--- config.mk ---
export PLATFORM = sky130hd
export DESIGN_NAME = slwl_front
export DESIGN_NICKNAME = d
export VERILOG_FILES = /design/src/sv/slwl_pkg.sv /design/src/sv/slwl_front.sv
export SDC_FILE = /design/constraint.sdc
export NUM_CORES = 1
export LEC_CHECK = 0
export BUFFER_PORTS_ARGS = -buffer_cell sky130_fd_sc_hd__buf_2
export CORE_MARGIN = 5
export CORE_UTILIZATION = 45
export DETAILED_ROUTE_END_ITERATION = 7
export GPL_ROUTABILITY_DRIVEN = 0
export PLACE_DENSITY = 0.7
export SLEW_MARGIN = 20
export SYNTH_ARGS = -nofsm -noshare
export SYNTH_HDL_FRONTEND = slang
export SYNTH_SLANG_ARGS = --single-unit
export TNS_END_PERCENT = 100
--- constraint.sdc ---
create_clock -name clk -period 7.57 [get_ports clk]
set_clock_uncertainty 0.2 [all_clocks]
set_input_delay 0.757 -clock clk [delete_from_list [all_inputs] [get_ports clk]]
set_output_delay 0.757 -clock clk [all_outputs]
set_load 0.005 [all_outputs]
--- src/sv/slwl_pkg.sv ---
`timescale 1ns / 1ps
// ----------------------------------------------------------------------------
// slwl_pkg
// Shared types, codes and defaults of the per-source sliding-window limiter.
// ----------------------------------------------------------------------------
package slwl_pkg;

  localparam int DEF_SOURCE_SLOTS = 64;
  localparam int DEF_USER_SLOTS   = 64;
  localparam int DEF_LOGIN_RING   = 32;
  localparam int DEF_COMMAND_RING = 256;
  localparam int DEF_KICK_RING    = 16;

  localparam logic [31:0] LOGIN_WINDOW   = 32'd60;
  localparam logic [31:0] COMMAND_WINDOW = 32'd60;
  localparam logic [31:0] KICK_WINDOW    = 32'd900;
  localparam int          KB_SHIFT       = 10;

  localparam int CFG_INDEX_W = 3;
  localparam int CFG_DATA_W  = 12;

  localparam logic [CFG_INDEX_W-1:0] CFG_MAX_OPEN   = 3'd0;
  localparam logic [CFG_INDEX_W-1:0] CFG_MAX_CMDS   = 3'd1;
  localparam logic [CFG_INDEX_W-1:0] CFG_MAX_KB     = 3'd2;
  localparam logic [CFG_INDEX_W-1:0] CFG_MAX_LOGINS = 3'd3;
  localparam logic [CFG_INDEX_W-1:0] CFG_KICK_BAN   = 3'd4;

  localparam logic [7:0]  RST_MAX_OPEN   = 8'd5;
  localparam logic [8:0]  RST_MAX_CMDS   = 9'd200;
  localparam logic [11:0] RST_MAX_KB     = 12'd40;
  localparam logic [5:0]  RST_MAX_LOGINS = 6'd20;
  localparam logic [4:0]  RST_KICK_BAN   = 5'd10;

  localparam logic [1:0] ACT_CONNECT    = 2'd0;
  localparam logic [1:0] ACT_DISCONNECT = 2'd1;
  localparam logic [1:0] ACT_TRANSFER   = 2'd2;

  localparam logic [2:0] CAUSE_NONE       = 3'd0;
  localparam logic [2:0] CAUSE_LOGIN_RATE = 3'd1;
  localparam logic [2:0] CAUSE_OPEN_LIMIT = 3'd2;
  localparam logic [2:0] CAUSE_CMD_COUNT  = 3'd3;
  localparam logic [2:0] CAUSE_BYTE_VOL   = 3'd4;
  localparam logic [2:0] CAUSE_OVERSIZE   = 3'd5;
  localparam logic [2:0] CAUSE_TABLE_FULL = 3'd6;

  typedef enum logic [1:0] {
    KIND_CONNECT    = 2'd0,
    KIND_DISCONNECT = 2'd1,
    KIND_TRANSFER   = 2'd2,
    KIND_NONE       = 2'd3
  } kind_e;

  typedef struct packed {
    logic [1:0]  action;
    logic [31:0] source_addr;
    logic [15:0] user_id;
    logic [19:0] transfer_bytes;
    logic [31:0] now_seconds;
  } item_t;

  typedef struct packed {
    logic       allowed;
    logic [2:0] deny_cause;
    logic       kick_user;
    logic       ban_source;
  } result_t;

  typedef struct packed {
    kind_e       kind;
    logic [31:0] source_addr;
    logic [15:0] user_id;
    logic [19:0] transfer_bytes;
    logic [31:0] now_seconds;
  } work_t;

  typedef struct packed {
    logic [7:0]  max_open;
    logic [8:0]  max_cmds;
    logic [11:0] max_kb;
    logic [5:0]  max_logins;
    logic [4:0]  kick_ban;
  } cfg_t;

endpackage

--- src/sv/slwl_front.sv ---
`timescale 1ns / 1ps
// ----------------------------------------------------------------------------
// slwl_front
// Input queue: accepts event words, classifies the action and buffers two.
// ----------------------------------------------------------------------------
module slwl_front (
  input  logic            clk,
  input  logic            rst,
  input  logic            hold,
  input  logic            push,
  input  slwl_pkg::item_t item,
  output logic            full,
  input  logic            pop,
  output logic            empty,
  output slwl_pkg::work_t work
);
  import slwl_pkg::*;

  work_t      ent [2];
  work_t      cls;
  logic       wp;
  logic       rp;
  logic [1:0] cnt;
  logic       acc;
  logic       deq;

  assign full  = hold || (cnt == 2'd2);
  assign empty = (cnt == 2'd0);
  assign acc   = push && !full;
  assign deq   = pop && !empty;
  assign work  = ent[rp];

  always_comb begin
    cls.source_addr    = item.source_addr;
    cls.user_id        = item.user_id;
    cls.transfer_bytes = item.transfer_bytes;
    cls.now_seconds    = item.now_seconds;
    case (item.action)
      ACT_CONNECT:    cls.kind = KIND_CONNECT;
      ACT_DISCONNECT: cls.kind = KIND_DISCONNECT;
      ACT_TRANSFER:   cls.kind = KIND_TRANSFER;
      default:        cls.kind = KIND_NONE;
    endcase
  end

  always_ff @(posedge clk) begin
    if (rst) begin
      cnt <= 2'd0;
      wp  <= 1'b0;
      rp  <= 1'b0;
    end else begin
      if (acc) wp <= ~wp;
      if (deq) rp <= ~rp;
      cnt <= cnt + 2'(acc) - 2'(deq);
    end
  end

  always_ff @(posedge clk) begin
    if (acc) ent[wp] <= cls;
  end

endmodule

==> impl_metrics.csv, run 1 <==
group,metric,value,unit
run_status,status,"finished, final reports clean",
pwr,powerDensity,327,nW/µm²
floorplanning,placementRows,48,
timing,drv_slew,0,
timing,period_share,0.498,
route,drt_iter0_drc,137,
synthesis,yosys.area.top_type,"edfxtp_1",
route,wl_per_cell,17.8,µm
timing,finalSetupTns,0,ns
timing,finalHoldViolCount,0,
route,drc_errors,0,
worst_setup_path,reg2reg_depth,5,
floorplanning,die-width,143,µm
clock_network,clock_path_buffers,3,
global_route,track_usage,0.137,
synthesis,yosysSeqAreaShare,0.785,
synthesis,yosys-top-cells-area,"edfxtp_1, mux2_4, mux2_2, dfxtp_1, buf_6",
worst_setup_path,worstSetupStartpointType,"register",
worst_setup_path,cp_max_fo,57,
synthesis,syn_area,7930,µm²
worst_setup_path,worstSetupPathType,"register to output pin",
synthesis,yosysWarnings,0,
layout,syn_to_final_growth,25.8,%
global_route,grt_pass1_vias,4152,
timing,fin_crit,3.77,ns
worst_setup_path,path_cells,"buf_4, mux2_2, buf_2",
floorplanning,die_h,143,µm
worst_setup_path,path_buf_inv,2,
global_route,antenna_found_initial,1,
pwr,irDropWorstVdd,0.253,mV
floorplanning,boundaryPins,211,
hold_path,hold_depth,1,
timing,worst_pin_slew,1.05,ns
worst_setup_path,worst_ep_required_time,6.61,ns
worst_setup_path,r2r_start,"cnt[0]",
worst_setup_path,critPathCaptureType,"output pin",
synthesis,synth_nets,455,
synthesis,ys_ff_latch,209,
worst_setup_path,critPathTopFamily,"buffers and inverters",
timing,setup_viol,0,
hold_path,hold_path.class,"input pin to register",
floorplanning,core,17300,µm²
global_route,grt_pass1_wl,22.1,mm
clock_network,tritoncts,"yes",
synthesis,ys_top_cells_by_count,"edfxtp_1, mux2_4, mux2_2",
clock_network,path_clk_slew,0.06,ns
layout,drive_above_1_share,0.601,
floorplanning,fp.dieArea,20400,µm²
synthesis,ys_types,19,
synthesis,ys.flop_type,"edfxtp_1",
layout,stdcell_count,812,
place,port_buffers,210,
route,drtPass1Iterations,4,
pwr,power_leakage,3.86,nW
route,antenna_left,0,
worst_setup_path,crit_slowest_cell,"buf_4",
place,dp_hpwl,9.72,mm
synthesis,syn_area_per_cell,22.9,µm²
clock_network,ctsResizeCount,0,
clock_network,htree_levels,1,
route,vias,3824,
route,vias_per_cell,4.71,
clock_network,cts_buffers,22,
layout,fillers,1330,
global_route,grt.overflow.total,0,
clock_network,cts_sinks,209,
clock_network,cts_root_buf,"clkbuf_16",
clock_network,cts_hold_buf,0,
worst_setup_path,crit_path_max_incr_delay,0.90,ns
worst_setup_path,rr_endpoint,"ent[0][5]",
synthesis,synth.most_common_cell,"edfxtp_1",
worst_setup_path,cp_data_arrival_time,2.81,ns
route,drt_wl_total,14.5,mm
worst_setup_path,r2r_slack,4.73,ns
synthesis,synth_top_area_share,0.773,
hold_path,min_to,"ent[1][79]",
clock_network,post_cts_buffers,0,
synthesis,synthArstFlopShare,0,
layout,nets,681,
synthesis,synth_enable_flop_cells,204,
place,post-place-cells,773,
hold_path,min-delay-start,"item[79]",
timing,clock.fmax,265,MHz
clock_network,clk_latency,0.48,ns
floorplanning,initial_utilization,0.458,
flow_run,drv_cap,0,
global_route,grt_max_degree,60,
synthesis,syn_inst,346,
timing,rsz0062_at_grt,"no",
timing,relSlewSlack,0.299,
## layer usage
metal | vias to the layer above | GRT usage | part of all wire
li1 | 1812 | - | -
met1 | 1850 | 0.168 | 0.39
met2 | 142 | 0.239 | 0.51
met3 | 18 | 0.0419 | 0.084
met4 | 2 | 0.0345 | 0.014
met5 | - | 0 | 0.0012
## cell usage in the layout (no fill, tap or decap)
cell / count
and2_1: 1
buf_2: 210
buf_4: 5
bufinv_16: 5
clkbuf_1: 5
clkbuf_16: 23
clkinv_1: 2
clkinv_2: 3
dfxtp_1: 4
dfxtp_4: 1
diode_2: 1
edfxtp_1: 204
ha_1: 2
inv_1: 2
mux2_2: 23
mux2_4: 80
nand2b_1: 2
nand3b_1: 1
nor2_1: 6
nor2_4: 2
nor2b_1: 1
nor3_1: 1
o21a_1: 1
xnor2_1: 1
xor2_1: 1
## power by group
part,total (W),switching [W],internal [W]
Clock,0.00112,0.000399,0.000722
Combinational,0.000692,0.000281,0.000411
Sequential,0.00145,0.0000702,0.00138
Total,0.00326,0.000750,0.00251
## logic make-up (layout without fill, tap and decap cells)
logic type	Yosys count	in the layout	share of synthesized area
multiplexers	103	103	0.184
buffers and inverters	15	255	0.0155
other	0	1	0
AO/OA/AOI/OAI	1	1	0.000947
XOR/XNOR	2	2	0.00221
AND/OR/NAND/NOR	14	14	0.00852
adder cells (fa/ha/maj)	2	2	0.00316
flip-flops	209	209	0.785
## worst max-delay path by stage
stage                 to      from  slack, ns  depth (start not counted)
6_report         work[8]  register       3.80                          3
5_1_grt          work[8]  register       3.61                          3
4_1_cts          work[8]  register       3.69                          3
3_5_place_dp     work[8]  register       4.22                          3
3_3_place_gp     work[8]  register       4.24                          3
2_1_floorplan  ent[0][0]      hold       1.57                          2
## state kept, by name, summed over array words and instances (netlist names), named ones only
name,cells
rp,1
wp,1
ent,204
cnt,2
## cell type report
cell class | instances | area, µm² | area share
flip-flops and latches | 209 | 6230 | 0.625
diodes | 1 | 2.50 | 0.000251
inverters | 2 | 7.51 | 0.000753
repair buffers | 215 | 1090 | 0.109
clock buffers | 28 | 594 | 0.0596
clock inverters | 10 | 173 | 0.0173
multi-input cells | 122 | 1590 | 0.160
well taps | 225 | 282 | 0.0282
## stage by stage
stage | area (µm²) | utilization | setup slack, ns | total power [W] | hold WS, ns
floorplan | 7930 | - | 1.57 | 0.00194 | 0.281
global placement | 9200 | 0.532 | 4.24 | 0.00217 | 0.299
finish | 9970 | 0.576 | 3.80 | 0.00326 | 0.262
CTS | 9970 | 0.576 | 3.69 | 0.00332 | 0.239
global route | 9970 | 0.576 | 3.61 | 0.00343 | 0.232
detailed placement | 9200 | 0.532 | 4.22 | 0.00219 | 0.314
(Power assumes the default switching activity.)
==> run 2: changes to the inputs <==
--- a/config.mk
+++ b/config.mk
@@ -10,7 +10,7 @@
 export CORE_UTILIZATION = 45
 export DETAILED_ROUTE_END_ITERATION = 7
 export GPL_ROUTABILITY_DRIVEN = 0
-export PLACE_DENSITY = 0.7
+export PLACE_DENSITY = 0.73
 export SLEW_MARGIN = 20
 export SYNTH_ARGS = -nofsm -noshare
 export SYNTH_HDL_FRONTEND = slang
==> constraint.sdc (replaced) <==
create_clock -name clk -period 3.4 [get_ports clk]
set_clock_uncertainty 0.2 [all_clocks]
set_input_delay 0.34 -clock clk [delete_from_list [all_inputs] [get_ports clk]]
set_output_delay 0.34 -clock clk [all_outputs]
set_load 0.005 [all_outputs]
==> impl_metrics.csv, run 2 (synthesized netlist as in run 1, its figures left out) <==
group,metric,value,unit
pwr,powerDensity,647,nW/µm²
worst_setup_path,worst_ep_required_time,2.86,ns
layout,largest_reg_flops,204,
timing,drv_slew,0,
global_route,grt_pass1_vias,4783,
layout,fin_area,10900,µm²
floorplanning,fp.dieArea,20400,µm²
layout,syn_to_final_growth,37.9,%
global_route,grt_max_degree,58,
place,dp_hpwl,10.1,mm
global_route,antenna_found_initial,1,
worst_setup_path,cp_max_fo,37,
route,vias,4321,
worst_setup_path,critPathCaptureType,"output pin",
clock_network,htree_levels,1,
hold_path,hold_path.class,"input pin to register",
global_route,track_usage,0.151,
timing,finalHoldViolCount,0,
layout,diodes,0,
layout,regMostFlops,"ent",
timing,worst_pin_slew,0.793,ns
timing,setup_viol,0,
clock_network,cts_buffers,21,
floorplanning,placementRows,48,
floorplanning,initial_utilization,0.458,
place,post-place-cells,776,
timing,rsz0062_at_grt,"no",
route,wl_per_cell,17.4,µm
timing,clock.fmax,384,MHz
route,drtPass1Iterations,4,
floorplanning,core,17300,µm²
run_status,status,"finished, final reports clean",
place,port_buffers,210,
pwr,irDropWorstVdd,0.462,mV
layout,mostFrequentLayoutCell,"buf_2",
hold_path,min-delay-start,"pop",
flow_run,drv_cap,0,
layout,top_regs,"ent x204, cnt x2",
clock_network,cts_root_buf,"clkbuf_16",
floorplanning,die_h,143,µm
global_route,grt.overflow.total,0,
pwr,power_leakage,4.25,nW
place,post-place-ws,1.21,ns
clock_network,tritoncts,"yes",
clock_network,cts_sinks,209,
place,placed_cell_area,9250,µm²
route,vias_per_cell,4.72,
worst_setup_path,cp_data_arrival_time,2.07,ns
layout,drive_above_1_share,0.512,
pwr,finalPower,0.00707,W
layout,nets,786,
worst_setup_path,worstSetupStartpointType,"register",
worst_setup_path,worstSetupPathType,"register to output pin",
floorplanning,die-width,143,µm
timing,period_share,0.766,
clock_network,clock_path_buffers,3,
route,antenna_left,0,
route,drt_iter0_drc,188,
clock_network,clk_latency,0.47,ns
layout,layout_common_cells,"buf_2, edfxtp_1, dlygate4sd3_1",
floorplanning,boundaryPins,211,
route,drt_wl_total,15.9,mm
route,drc_errors,0,
layout,stdcell_count,915,
timing,relSlewSlack,0.471,
timing,setup_slack,0.794,ns
worst_setup_path,r2r_start,"cnt[0]",
global_route,grt_pass1_wl,24.2,mm
clock_network,path_clk_slew,0.06,ns
timing,fin_crit,2.61,ns
## run 2: cell types whose count changed in the layout (fill, tap and decap cells not counted)
| cell | before | now |
|---|---|---|
| buf_12 | 0 | 2 |
| buf_4 | 5 | 6 |
| bufinv_16 | 5 | 2 |
| clkbuf_1 | 5 | 2 |
| clkbuf_16 | 23 | 21 |
| clkinv_1 | 2 | 5 |
| clkinv_2 | 3 | 4 |
| clkinv_4 | 0 | 1 |
| clkinvlp_4 | 0 | 1 |
| diode_2 | 1 | 0 |
| dlygate4sd3_1 | 0 | 103 |
## run 2: per-stage QoR
step                       util  hold WS [ns]  TNS, ns
after floorplan               -         0.212  -112.03
after global placement    0.535         0.293        0
after detailed placement  0.535         0.299        0
after CTS                 0.632         0.116        0
after global routing      0.632         0.155        0
final                     0.632         0.124        0
## run 2: final cells by class
cell class                      instances  area (µm²)
Sequential cell                       209        6230
Fill cell                            1170        6370
Clock buffer                           23         533
Multi-Input combinational cell        122        1590
Timing Repair Buffer                  321        2170
Clock inverter                         13         115
Inverter                                2        7.51
Tap cell                              225         282
## run 2: worst max-delay path: stages (launching register included)
cell     delay, ns
dfxtp_4       0.76
buf_12        0.32
mux2_2        0.36
buf_2         0.13
## run 2: worst paths after layout
path | slack (ns) | depth (start not counted) | endpoint
min reg2reg | 0.31 | 2 | register
min | 0.12 | 4 | register
max | 0.79 | 3 | work[2]
max reg2reg | 1.19 | 4 | ent[0][41]
## run 2: timing repair
item	4_1_cts	5_1_grt
resized for setup	0	0
hold buffers	103	0
buffers inserted	0	0
hold endpoints to repair	208	0
## run 2: per-layer routing
metal	part of all wire	GRT usage	routed length [µm]
met5	0.00044	0	7
met4	0.019	0.0415	310
met3	0.068	0.0328	1090
met2	0.52	0.277	8340
met1	0.39	0.178	6160
## run 2: power breakdown
group          internal [W]  switching, W
sequential          0.00307      0.000143
combinational       0.00102      0.000693
clock               0.00128      0.000863
total               0.00537       0.00170
