## src/sv/slwl_pkg.sv

```systemverilog
`timescale 1ns / 1ps
// ----------------------------------------------------------------------------
// slwl_pkg
// Shared types, codes and defaults of the per-source sliding-window limiter.
// ----------------------------------------------------------------------------
package slwl_pkg;

  localparam int DEF_SOURCE_SLOTS = 64;
  localparam int DEF_USER_SLOTS   = 64;
  localparam int DEF_LOGIN_RING   = 32;
  localparam int DEF_COMMAND_RING = 256;
  localparam int DEF_KICK_RING    = 16;

  localparam logic [31:0] LOGIN_WINDOW   = 32'd60;
  localparam logic [31:0] COMMAND_WINDOW = 32'd60;
  localparam logic [31:0] KICK_WINDOW    = 32'd900;
  localparam int          KB_SHIFT       = 10;

  localparam int CFG_INDEX_W = 3;
  localparam int CFG_DATA_W  = 12;

  localparam logic [CFG_INDEX_W-1:0] CFG_MAX_OPEN   = 3'd0;
  localparam logic [CFG_INDEX_W-1:0] CFG_MAX_CMDS   = 3'd1;
  localparam logic [CFG_INDEX_W-1:0] CFG_MAX_KB     = 3'd2;
  localparam logic [CFG_INDEX_W-1:0] CFG_MAX_LOGINS = 3'd3;
  localparam logic [CFG_INDEX_W-1:0] CFG_KICK_BAN   = 3'd4;

  localparam logic [7:0]  RST_MAX_OPEN   = 8'd5;
  localparam logic [8:0]  RST_MAX_CMDS   = 9'd200;
  localparam logic [11:0] RST_MAX_KB     = 12'd40;
  localparam logic [5:0]  RST_MAX_LOGINS = 6'd20;
  localparam logic [4:0]  RST_KICK_BAN   = 5'd10;

  localparam logic [1:0] ACT_CONNECT    = 2'd0;
  localparam logic [1:0] ACT_DISCONNECT = 2'd1;
  localparam logic [1:0] ACT_TRANSFER   = 2'd2;

  localparam logic [2:0] CAUSE_NONE       = 3'd0;
  localparam logic [2:0] CAUSE_LOGIN_RATE = 3'd1;
  localparam logic [2:0] CAUSE_OPEN_LIMIT = 3'd2;
  localparam logic [2:0] CAUSE_CMD_COUNT  = 3'd3;
  localparam logic [2:0] CAUSE_BYTE_VOL   = 3'd4;
  localparam logic [2:0] CAUSE_OVERSIZE   = 3'd5;
  localparam logic [2:0] CAUSE_TABLE_FULL = 3'd6;

  typedef enum logic [1:0] {
    KIND_CONNECT    = 2'd0,
    KIND_DISCONNECT = 2'd1,
    KIND_TRANSFER   = 2'd2,
    KIND_NONE       = 2'd3
  } kind_e;

  typedef struct packed {
    logic [1:0]  action;
    logic [31:0] source_addr;
    logic [15:0] user_id;
    logic [19:0] transfer_bytes;
    logic [31:0] now_seconds;
  } item_t;

  typedef struct packed {
    logic       allowed;
    logic [2:0] deny_cause;
    logic       kick_user;
    logic       ban_source;
  } result_t;

  typedef struct packed {
    kind_e       kind;
    logic [31:0] source_addr;
    logic [15:0] user_id;
    logic [19:0] transfer_bytes;
    logic [31:0] now_seconds;
  } work_t;

  typedef struct packed {
    logic [7:0]  max_open;
    logic [8:0]  max_cmds;
    logic [11:0] max_kb;
    logic [5:0]  max_logins;
    logic [4:0]  kick_ban;
  } cfg_t;

endpackage

```

## src/sv/slwl_resq.sv

```systemverilog
`timescale 1ns / 1ps
// ----------------------------------------------------------------------------
// slwl_resq
// Result queue: two-entry buffer between the engine and the result port.
// ----------------------------------------------------------------------------
module slwl_resq (
  input  logic              clk,
  input  logic              rst,
  input  logic              wr,
  input  slwl_pkg::result_t wdata,
  output logic              full,
  input  logic              pop,
  output logic              empty,
  output slwl_pkg::result_t result
);
  import slwl_pkg::*;

  result_t    ent [2];
  logic       wp;
  logic       rp;
  logic [1:0] cnt;
  logic       acc;
  logic       deq;

  assign full   = (cnt == 2'd2);
  assign empty  = (cnt == 2'd0);
  assign acc    = wr && !full;
  assign deq    = pop && !empty;
  assign result = ent[rp];

  always_ff @(posedge clk) begin
    if (rst) begin
      cnt <= 2'd0;
      wp  <= 1'b0;
      rp  <= 1'b0;
    end else begin
      if (acc) wp <= ~wp;
      if (deq) rp <= ~rp;
      cnt <= cnt + 2'(acc) - 2'(deq);
    end
  end

  always_ff @(posedge clk) begin
    if (acc) ent[wp] <= wdata;
  end

endmodule

```

## config.mk

```make
export PLATFORM = sky130hd
export DESIGN_NAME = slwl_resq
export DESIGN_NICKNAME = d
export VERILOG_FILES = /design/src/sv/slwl_pkg.sv /design/src/sv/slwl_resq.sv
export SDC_FILE = /design/constraint.sdc
export NUM_CORES = 1
export LEC_CHECK = 0
export ABC_CLOCK_PERIOD_IN_PS = 3500
export CAP_MARGIN = 20
export CORE_MARGIN = 2
export CORE_UTILIZATION = 45
export DETAILED_ROUTE_END_ITERATION = 7
export DONT_BUFFER_PORTS = 1
export GPL_TIMING_DRIVEN = 0
export HOLD_SLACK_MARGIN = 0.15
export PLACE_DENSITY = 0.65
export SKIP_LAST_GASP = 1
export SLEW_MARGIN = 15
export SYNTH_ARGS = -nofsm -noshare
export SYNTH_HDL_FRONTEND = slang
export SYNTH_SLANG_ARGS = --single-unit
```

## constraint.sdc

```tcl
create_clock -name clk -period 3.5 [get_ports clk]
set_input_delay 0.35 -clock clk [delete_from_list [all_inputs] [get_ports clk]]
set_output_delay 0.35 -clock clk [all_outputs]
set_load 0.1 [all_outputs]
```

==> results of run 1 <==
==> critical path, cell delays in order, from the launching register on <==
cell	delay (ps)
sky130_fd_sc_hd__dfxtp_1	320
sky130_fd_sc_hd__clkbuf_1	290
sky130_fd_sc_hd__mux2_1	790
==> area by class of cell <==
class | count | area (um2)
fill | 110 | 564.3
sequential | 17 | 460.4
multi-input combinational | 24 | 190.2
timing repair buffer | 7 | 70.07
clock buffer | 3 | 22.52
tap | 15 | 18.77
inverter | 4 | 15.01
clock inverter | 1 | 5.005
buffer | 1 | 3.754
==> synth_stat cells <==
master | number | area [um2]
sky130_fd_sc_hd__and2_1 | 1 | 6.260
sky130_fd_sc_hd__inv_2 | 1 | 3.750
sky130_fd_sc_hd__and3_2 | 1 | 7.510
sky130_fd_sc_hd__a21oi_1 | 1 | 5.000
sky130_fd_sc_hd__o21ai_0 | 1 | 5.000
sky130_fd_sc_hd__or3_1 | 1 | 6.260
sky130_fd_sc_hd__nor3_1 | 1 | 5.000
sky130_fd_sc_hd__dfxtp_1 | 5 | 100.1
sky130_fd_sc_hd__mux2_2 | 1 | 11.26
sky130_fd_sc_hd__mux2_1 | 5 | 56.30
sky130_fd_sc_hd__edfxtp_1 | 12 | 360.4
sky130_fd_sc_hd__clkbuf_1 | 1 | 3.750
sky130_fd_sc_hd__ha_1 | 2 | 25.02
sky130_fd_sc_hd__xor2_1 | 1 | 8.760
sky130_fd_sc_hd__o21a_2 | 1 | 8.760
sky130_fd_sc_hd__nor2_1 | 4 | 15.01
sky130_fd_sc_hd__nand2b_2 | 1 | 8.760
sky130_fd_sc_hd__inv_1 | 3 | 11.26
sky130_fd_sc_hd__nand2_1 | 1 | 3.750
sky130_fd_sc_hd__nor2b_1 | 1 | 6.260
sky130_fd_sc_hd__xnor2_1 | 1 | 8.760
==> through the flow <==
stage	cells	util, %	setup WS [ps]	hold slack, ps	cell area, um2
global route	72	58.20	1380	355.6	785.8
global placement	61	50.79	1524	422.0	685.7
floorplan	46	-	1551	419.1	666.9
detailed placement	61	50.97	1781	423.1	688.2
finish	72	58.20	1467	339.5	785.8
CTS	66	53.75	1458	151.7	725.7
==> routing by layer <==
| layer | vias to the layer above | global-route usage, % | share of wire (%) |
|---|---|---|---|
| met5 | - | 0 | 0 |
| met4 | 0 | 5.625 | 0 |
| met3 | 0 | 6.034 | 6.6 |
| met2 | 15 | 24.31 | 54 |
| met1 | 179 | 11.63 | 39 |
| li1 | 181 | - | - |
==> sequential cells by signal, indices dropped and copies added, names as in the netlist, named ones only <==
name  count
ent      12
cnt       2
rp        1
wp        1
==> worst paths after layout <==
path,slack [ps],endpoint,startpoint
hold reg to reg,520,wp,wp
setup reg to reg,1800,ent[0][1],cnt[0]
hold / removal,340,wp,wr
setup / recovery,1470,result[4],flop
==> cell families after synthesis <==
kind of cell               synth area share (%)
DFF                                       69.04
and+or+nand+nor                           8.819
muxes                                     10.13
buffers and inverters                     2.813
AOI/OAI and AO/OA                         2.813
xor gates and xnor gates                  2.627
adders and majority gates                 3.752
==> repair_timing <==
action | CTS | global route
hold buffers | 1 | 6
endpoints found under the hold margin | 5 | 12
endpoints found under the setup margin | 0 | 0
==> insert_results.sql, run 1 <==
INSERT INTO impl_metrics (metric_group, metric, value, unit) VALUES
('worst_setup_path', 'crit_path_max_fanout', '6', ''),
('floorplanning', 'die_w', '42.50', 'um'),
('finish', 'finish.net_count', '70', ''),
('floorplanning', 'effective_utilization_at_floorplan', '49.40', '%'),
('global_routing', 'gr-total-overflow', '0', ''),
('place', 'dp.final_hpwl', '794.3', 'um'),
('outcome', 'status', 'finished, final reports clean', ''),
('routing', 'avgRoutedWirePerCell', '15.03', 'um'),
('clocking', 'cts.root.buffer_cell', 'sky130_fd_sc_hd__clkbuf_4', ''),
('sta', 'fmax', '491.8', 'MHz'),
('floorplanning', 'io-pin-count', '18', ''),
('global_routing', 'pin_count_of_the_biggest_net_entering_global_routing', '11', ''),
('routing', 'ant_nets', '0', ''),
('floorplanning', 'chipHeight', '42.50', 'um'),
('worst_setup_path', 'cp_data_required_time', '3150', 'ps'),
('routing', 'drt_iter0_markers', '4', ''),
('floorplanning', 'core_region_area', '1350', 'um2'),
('worst_hold_path', 'min_path_type', 'in2reg', ''),
('synth', 'yosys_cell_types', '21', ''),
('routing', 'drt_pass1_iterations', '2', ''),
('synth', 'yosysWarningCount', '0', ''),
('routing', 'routed-via-count', '375', ''),
('floorplanning', 'rows', '13', ''),
('global_routing', 'via_count_of_the_first_global_routing_pass', '401', ''),
('routing', 'route.detailed.vias_per_inst', '5.208', ''),
('place', 'io_buffers', '0', ''),
('clocking', 'cts_buffers', '3', ''),
('place', 'gp_congestion', '0.7070', ''),
('clocking', 'clock_tree.buffer_depth', '2', ''),
('synth', 'synth_sequential_area_ratio', '69.04', '%'),
('sta', 'rsz_0062_raised_after_global_routing', 'false', ''),
('worst_hold_path', 'min_path_cells', '3', ''),
('finish', 'antenna_cells', '0', ''),
('routing', 'wire_length_after_detailed_routing', '1.082', 'mm'),
('sta', 'final.min_clock_period', '2033', 'ps'),
('finish', 'final_cell_mix', 'sky130_fd_sc_hd__edfxtp_1 (12), sky130_fd_sc_hd__dlygate4sd3_1 (7), sky130_fd_sc_hd__mux2_1 (5), sky130_fd_sc_hd__dfxtp_1 (5)', ''),
('global_routing', 'grt_use_total', '13.00', '%'),
('worst_setup_path', 'worst_r2r_path_depth', '4', ''),
('worst_setup_path', 'critPathCaptureType', 'output pin', ''),
('synth', 'summed_instance_area_of_the_synthesized_netlist', '666.9', 'um2'),
('floorplanning', 'fp.dieArea', '1806', 'um2'),
('sta', 'finalMaxSlewViolations', '0', ''),
('sta', 'worst_slew_pin_slew', '1059', 'ps'),
('clocking', 'tritoncts', 'built', ''),
('synth', 'post_synth_inst_count', '46', ''),
('sta', 'max_slew_margin', '29.33', '%'),
('clocking', 'insertion_delay_of_the_later_clocked_pin_in_the_worst_skew_pair', '280', 'ps'),
('sta', 'final.setup_skew', '2.776', 'ps'),
('sta', 'hold_viol_final', '0', ''),
('clocking', 'numClockSinks', '17', ''),
('synth', 'postSynthRegisterBits', '17', ''),
('routing', 'detail_route.drc_violations', '0', ''),
('finish', 'share_of_layout_cells_above_drive_strength_1', '17.54', '%'),
('global_routing', 'grt_antenna_before_repair', '0', ''),
('clocking', 'cts.htree.levels', '1', ''),
('clocking', 'cts_setup_buffers', '0', ''),
('worst_setup_path', 'arrival', '1680', 'ps'),
('synth', 'synthesis.area_per_instance', '14.50', 'um2'),
('sta', 'timing.final.setup_violations', '0', ''),
('clocking', 'clkSlewWorstSetupHoldPaths', '100', 'ps'),
('synth', 'synthesis.nets', '58', ''),
('global_routing', 'grt_pass1_wl', '1.683', 'mm'),
('finish', 'mostFrequentLayoutCell', 'sky130_fd_sc_hd__edfxtp_1', ''),
('worst_setup_path', 'crit_path_launch_type', 'flop', ''),
('sta', 'setup_tns', '0', 'ps'),
('finish', 'syn_to_final_growth', '17.82', '%'),
('clocking', 'cts_resized', '0', ''),
('flow_run', 'max_cap_viol_count', '0', ''),
('sta', 'final.period_utilization', '58.10', '%'),
('worst_setup_path', 'path_class', 'reg2out', '');
Power of run 1 is left out: the tool's default activity adds up to more than one toggle a clock period on the data nets, which glitch-free logic cannot reach.
==> run 2: changes to the inputs <==
--- a/config.mk
+++ b/config.mk
@@ -5,7 +5,7 @@
 export SDC_FILE = /design/constraint.sdc
 export NUM_CORES = 1
 export LEC_CHECK = 0
-export ABC_CLOCK_PERIOD_IN_PS = 3500
+export ABC_CLOCK_PERIOD_IN_PS = 1850
 export CAP_MARGIN = 20
 export CORE_MARGIN = 2
 export CORE_UTILIZATION = 45
@@ -13,7 +13,7 @@
 export DONT_BUFFER_PORTS = 1
 export GPL_TIMING_DRIVEN = 0
 export HOLD_SLACK_MARGIN = 0.15
-export PLACE_DENSITY = 0.65
+export PLACE_DENSITY = 0.67
 export SKIP_LAST_GASP = 1
 export SLEW_MARGIN = 15
 export SYNTH_ARGS = -nofsm -noshare
==> constraint.sdc (replaced) <==
create_clock -name clk -period 1.85 [get_ports clk]
set_input_delay 0.185 -clock clk [delete_from_list [all_inputs] [get_ports clk]]
set_output_delay 0.185 -clock clk [all_outputs]
set_load 0.1 [all_outputs]
==> insert_results.sql, run 2 (synthesis results as in run 1) <==
INSERT INTO impl_metrics (metric_group, metric, value, unit) VALUES
('clocking', 'clkSlewWorstSetupHoldPaths', '90', 'ps'),
('worst_setup_path', 'cp_data_required_time', '1660', 'ps'),
('clocking', 'cts.htree.levels', '1', ''),
('floorplanning', 'die_w', '42.50', 'um'),
('finish', 'largest_register_ffs', '12', ''),
('worst_hold_path', 'min_path_type', 'in2reg', ''),
('routing', 'routed-via-count', '371', ''),
('sta', 'rsz_0062_raised_after_global_routing', 'false', ''),
('place', 'gp_congestion', '0.5946', ''),
('worst_setup_path', 'r2r_slack', '180', 'ps'),
('sta', 'final.min_clock_period', '1671', 'ps'),
('routing', 'route.detailed.vias_per_inst', '5.153', ''),
('global_routing', 'gr-total-overflow', '0', ''),
('worst_setup_path', 'rr_endpoint', 'ent[0][4]', ''),
('worst_setup_path', 'worst_r2r_path_depth', '4', ''),
('place', 'dp.final_hpwl', '746.1', 'um'),
('sta', 'max_slew_margin', '29.02', '%'),
('place', 'io_buffers', '0', ''),
('routing', 'detail_route.drc_violations', '0', ''),
('global_routing', 'grt_use_total', '13.33', '%'),
('clocking', 'cts_buffers', '3', ''),
('worst_setup_path', 'path_cells', 'nor2_2', ''),
('finish', 'mostFrequentLayoutCell', 'sky130_fd_sc_hd__edfxtp_1', ''),
('sta', 'timing.final.setup_violations', '0', ''),
('worst_setup_path', 'critical_path.slowest_cell', 'sky130_fd_sc_hd__nor2_2', ''),
('floorplanning', 'rows', '13', ''),
('routing', 'drt_iter0_markers', '7', ''),
('global_routing', 'via_count_of_the_first_global_routing_pass', '386', ''),
('finish', 'antenna_cells', '0', ''),
('global_routing', 'grt_antenna_before_repair', '0', ''),
('sta', 'final.setup_skew', '5.957', 'ps'),
('finish', 'final_cell_mix', 'sky130_fd_sc_hd__edfxtp_1 (12), sky130_fd_sc_hd__dlygate4sd3_1 (7), sky130_fd_sc_hd__mux2_2 (6), sky130_fd_sc_hd__dfxtp_1 (5)', ''),
('clocking', 'cts.root.buffer_cell', 'sky130_fd_sc_hd__clkbuf_4', ''),
('routing', 'drt_pass1_iterations', '2', ''),
('routing', 'wire_length_after_detailed_routing', '1.023', 'mm'),
('floorplanning', 'effective_utilization_at_floorplan', '49.40', '%'),
('finish', 'syn_to_final_growth', '17.82', '%'),
('worst_setup_path', 'critPathCaptureType', 'output pin', ''),
('worst_setup_path', 'arrival', '1490', 'ps'),
('global_routing', 'pin_count_of_the_biggest_net_entering_global_routing', '11', ''),
('floorplanning', 'core_region_area', '1350', 'um2'),
('clocking', 'insertion_delay_of_the_later_clocked_pin_in_the_worst_skew_pair', '280', 'ps'),
('finish', 'finish.net_count', '70', ''),
('worst_setup_path', 'crit_path_max_fanout', '5', ''),
('floorplanning', 'fp.dieArea', '1806', 'um2'),
('flow_run', 'max_cap_viol_count', '0', ''),
('clocking', 'numClockSinks', '17', ''),
('finish', 'share_of_layout_cells_above_drive_strength_1', '26.32', '%'),
('worst_hold_path', 'timing.hold.worst_endpoint', 'wp', ''),
('worst_setup_path', 'path_class', 'reg2out', ''),
('sta', 'finalMaxSlewViolations', '0', ''),
('sta', 'hold_slack', '191.0', 'ps'),
('worst_hold_path', 'min_path_cells', '3', ''),
('finish', 'fill_cells', '109', ''),
('worst_setup_path', 'worst_path_largest_cell_delay', '840', 'ps'),
('sta', 'worst_slew_pin_slew', '1064', 'ps'),
('worst_hold_path', 'timing.hold.worst.start', 'wr', ''),
('clocking', 'clock_tree.buffer_depth', '2', ''),
('floorplanning', 'chipHeight', '42.50', 'um'),
('sta', 'fmax', '598.3', 'MHz'),
('clocking', 'cts_setup_buffers', '0', ''),
('global_routing', 'grt_pass1_wl', '1.766', 'mm'),
('routing', 'ant_nets', '0', ''),
('sta', 'final.period_utilization', '90.35', '%'),
('worst_setup_path', 'worst-path-buf-inv', '0', ''),
('floorplanning', 'io-pin-count', '18', ''),
('outcome', 'status', 'finished, final reports clean', ''),
('clocking', 'tritoncts', 'built', ''),
('routing', 'avgRoutedWirePerCell', '14.21', 'um'),
('finish', 'regMostFlops', 'ent', ''),
('finish', 'largestRegisters', 'ent (12), cnt (2)', ''),
('worst_setup_path', 'timing.critical_path.max_delay_family', 'simple AND/OR/NAND/NOR gates', ''),
('worst_setup_path', 'worst_r2r_startpoint', 'cnt[0]', ''),
('sta', 'hold_viol_final', '0', ''),
('worst_setup_path', 'crit_path_launch_type', 'flop', '');
## run 2: through the flow
stage	cell area [um2]	instances	worst slack, ps	utilization (%)	TNS, ps
CTS	785.8	72	-8.667	58.20	-24.38
detailed placement	688.2	61	179.5	50.97	0
finish	785.8	72	178.5	58.20	0
floorplan	666.9	46	66.32	-	0
global placement	685.7	61	39.48	50.79	0
global route	785.8	72	86.23	58.20	0
## run 2: routing by layer
layer | share of wire, % | vias up | GRT usage, %
li1 | - | 183 | -
met4 | 0.78 | 0 | 5.625
met1 | 36 | 177 | 12.64
met3 | 5.1 | 2 | 3.017
met5 | 0 | - | 0
met2 | 58 | 9 | 26.46
## run 2: final cells by class
class / count / area [um2] / share of cell area (%)
inverters: 4 / 15.01 / 1.911
flip-flops and latches: 17 / 460.4 / 58.60
clock inverters: 1 / 5.005 / 0.6369
repair buffers: 7 / 70.07 / 8.917
plain buffers: 1 / 3.754 / 0.4777
clock buffers: 3 / 22.52 / 2.866
well taps: 15 / 18.77 / 2.389
multi-input cells: 24 / 190.2 / 24.20
## run 2: what timing repair did
action,CTS,global route
endpoints found under the hold margin,17,0
pin swaps,0,0
resized for setup,2,3
setup endpoints to repair,5,3
hold buffers,7,0
## run 2: worst max path at each step
| stage | slack (ps) | to | from | cells past startpoint |
|---|---|---|---|---|
| floorplan | 70 | empty | cnt[1] | 1 |
| global placement | 40 | empty | cnt[1] | 1 |
| detailed placement | 180 | ent[0][5] | cnt[0] | 4 |
| CTS | -9 | result[1] | flop | 2 |
| global route | 90 | ent[0][4] | cnt[0] | 4 |
| finish | 180 | empty | cnt[1] | 1 |
## run 2: worst min-delay path, cell delays in order
cell                      delay (ps)
sky130_fd_sc_hd__inv_1            40
sky130_fd_sc_hd__or3_1           110
sky130_fd_sc_hd__a21oi_1          80
Power of run 2 is left out for the same reason.
==> run 3: changes to the inputs <==
--- a/config.mk
+++ b/config.mk
@@ -8,12 +8,12 @@
 export ABC_CLOCK_PERIOD_IN_PS = 1850
 export CAP_MARGIN = 20
 export CORE_MARGIN = 2
-export CORE_UTILIZATION = 45
+export CORE_UTILIZATION = 51
 export DETAILED_ROUTE_END_ITERATION = 7
 export DONT_BUFFER_PORTS = 1
 export GPL_TIMING_DRIVEN = 0
 export HOLD_SLACK_MARGIN = 0.15
-export PLACE_DENSITY = 0.67
+export PLACE_DENSITY = 0.69
 export SKIP_LAST_GASP = 1
 export SLEW_MARGIN = 15
 export SYNTH_ARGS = -nofsm -noshare
==> insert_results.sql, run 3 (synthesis results as in run 1) <==
INSERT INTO impl_metrics (metric_group, metric, value, unit) VALUES
('outcome', 'status', 'finished, final reports clean', ''),
('worst_setup_path', 'crit_path_launch_type', 'flop', ''),
('worst_setup_path', 'path_class', 'reg2reg', ''),
('routing', 'drt_iter0_markers', '5', ''),
('sta', 'max_slew_margin', '29.45', '%'),
('worst_setup_path', 'worst_r2r_startpoint', 'cnt[0]', ''),
('floorplanning', 'chipHeight', '40.16', 'um'),
('clocking', 'tritoncts', 'built', ''),
('floorplanning', 'core_region_area', '1252', 'um2'),
('global_routing', 'gr-total-overflow', '0', ''),
('sta', 'hold_slack', '167.3', 'ps'),
('flow_run', 'max_cap_viol_count', '0', ''),
('global_routing', 'grt_pass1_wl', '1.566', 'mm'),
('finish', 'syn_to_final_growth', '17.64', '%'),
('routing', 'drt_pass1_iterations', '3', ''),
('worst_setup_path', 'crit_path_max_fanout', '6', ''),
('worst_setup_path', 'timing.critical_path.from', 'cnt[0]', ''),
('floorplanning', 'fp.dieArea', '1613', 'um2'),
('finish', 'mostFrequentLayoutCell', 'sky130_fd_sc_hd__edfxtp_1', ''),
('finish', 'share_of_layout_cells_above_drive_strength_1', '24.56', '%'),
('clocking', 'clkSlewWorstSetupHoldPaths', '90', 'ps'),
('floorplanning', 'rows', '13', ''),
('worst_setup_path', 'arrival', '1660', 'ps'),
('routing', 'ant_nets', '0', ''),
('finish', 'antenna_cells', '0', ''),
('clocking', 'cts.root.buffer_cell', 'sky130_fd_sc_hd__clkbuf_4', ''),
('routing', 'routed-via-count', '373', ''),
('sta', 'final.period_utilization', '91.29', '%'),
('floorplanning', 'effective_utilization_at_floorplan', '53.25', '%'),
('finish', 'largestRegisters', 'ent (12), cnt (2)', ''),
('routing', 'detail_route.drc_violations', '0', ''),
('global_routing', 'via_count_of_the_first_global_routing_pass', '390', ''),
('place', 'gp_congestion', '0.6624', ''),
('place', 'io_buffers', '0', ''),
('sta', 'worst_slew_pin_slew', '1057', 'ps'),
('finish', 'finish.net_count', '70', ''),
('floorplanning', 'die_w', '40.16', 'um'),
('global_routing', 'grt_use_total', '16.27', '%'),
('worst_hold_path', 'min_path_type', 'in2reg', ''),
('sta', 'timing.final.setup_violations', '0', ''),
('global_routing', 'grt_antenna_before_repair', '0', ''),
('sta', 'finalMaxSlewViolations', '0', ''),
('routing', 'wire_length_after_detailed_routing', '1.021', 'mm'),
('clocking', 'clock_tree.buffer_depth', '2', ''),
('global_routing', 'pin_count_of_the_biggest_net_entering_global_routing', '10', ''),
('routing', 'avgRoutedWirePerCell', '14.18', 'um'),
('clocking', 'insertion_delay_of_the_later_clocked_pin_in_the_worst_skew_pair', '280', 'ps'),
('floorplanning', 'io-pin-count', '18', ''),
('finish', 'utilization', '62.64', '%'),
('worst_hold_path', 'timing.hold.worst.start', 'wr', ''),
('sta', 'fmax', '592.1', 'MHz'),
('finish', 'largest_register_ffs', '12', ''),
('worst_setup_path', 'critPathCaptureType', 'flop', ''),
('sta', 'rsz_0062_raised_after_global_routing', 'false', ''),
('sta', 'final.setup_skew', '4.075', 'ps'),
('clocking', 'cts_buffers', '3', ''),
('clocking', 'numClockSinks', '17', ''),
('routing', 'route.detailed.vias_per_inst', '5.181', ''),
('sta', 'final.min_clock_period', '1689', 'ps'),
('worst_setup_path', 'cp_data_required_time', '1820', 'ps'),
('place', 'dp.final_hpwl', '743.1', 'um'),
('finish', 'final_cell_mix', 'sky130_fd_sc_hd__edfxtp_1 (12), sky130_fd_sc_hd__dlygate4sd3_1 (7), sky130_fd_sc_hd__mux2_2 (6), sky130_fd_sc_hd__dfxtp_1 (5)', ''),
('clocking', 'cts.htree.levels', '1', ''),
('finish', 'fill_cells', '90', ''),
('finish', 'regMostFlops', 'ent', ''),
('sta', 'hold_viol_final', '0', '');
-- run 3: cell types whose count changed in the layout (fill, tap and decap cells not counted), sizes merged --
cell,previous run,this run
clkbuf,4,5
clkinv,1,0
-- run 3: stage by stage --
stage / cells / worst slack (ps) / setup TNS [ps] / instance area [um2]
3_3_place_gp: 61 / 38.50 / 0 / 685.7
3_5_place_dp: 61 / 176.0 / 0 / 688.2
2_1_floorplan: 46 / 66.32 / 0 / 666.9
4_1_cts: 72 / -17.34 / -33.23 / 784.5
5_1_grt: 72 / 84.57 / 0 / 784.5
6_report: 72 / 161.1 / 0 / 784.5
-- run 3: cell type report --
| type | instances | area [um2] | area share [%] |
|---|---|---|---|
| Buffer | 1 | 3.754 | 0.4785 |
| Clock buffer | 4 | 26.28 | 3.349 |
| Inverter | 4 | 15.01 | 1.914 |
| Multi-Input combinational cell | 24 | 190.2 | 24.24 |
| Sequential cell | 17 | 460.4 | 58.69 |
| Tap cell | 15 | 18.77 | 2.392 |
| Timing Repair Buffer | 7 | 70.07 | 8.931 |
-- run 3: path summary, 6_finish.rpt --
check	slack, ps	cells after the start	endpoint
max	160	4	ent[0][4]
min	170	3	wp
max reg2reg	160	4	ent[0][4]
min reg2reg	510	2	wp
-- run 3: critical path, stage by stage (launching register included) --
cell and delay, ps:
sky130_fd_sc_hd__dfxtp_1 390, sky130_fd_sc_hd__nand2b_2 170, sky130_fd_sc_hd__inv_2 200, sky130_fd_sc_hd__or3_1 390, sky130_fd_sc_hd__inv_1 220
-- run 3: layer usage --
| metal | global-route usage [%] | vias to the layer above | wire length [um] |
|---|---|---|---|
| li1 | - | 181 | - |
| met1 | 15.33 | 180 | 378 |
| met2 | 29.84 | 10 | 574 |
| met3 | 5.000 | 2 | 56 |
| met4 | 10.34 | 0 | 11 |
| met5 | 0 | - | 0 |
-- run 3: repair_timing --
item                                    CTS  global route
endpoints found under the setup margin    5             2
resized for setup                         3             2
hold buffers                              7             0
hold endpoints to repair                 17             0
pin swaps                                 0             0
setup buffers                             0             0
Power of run 3 is left out for the same reason.
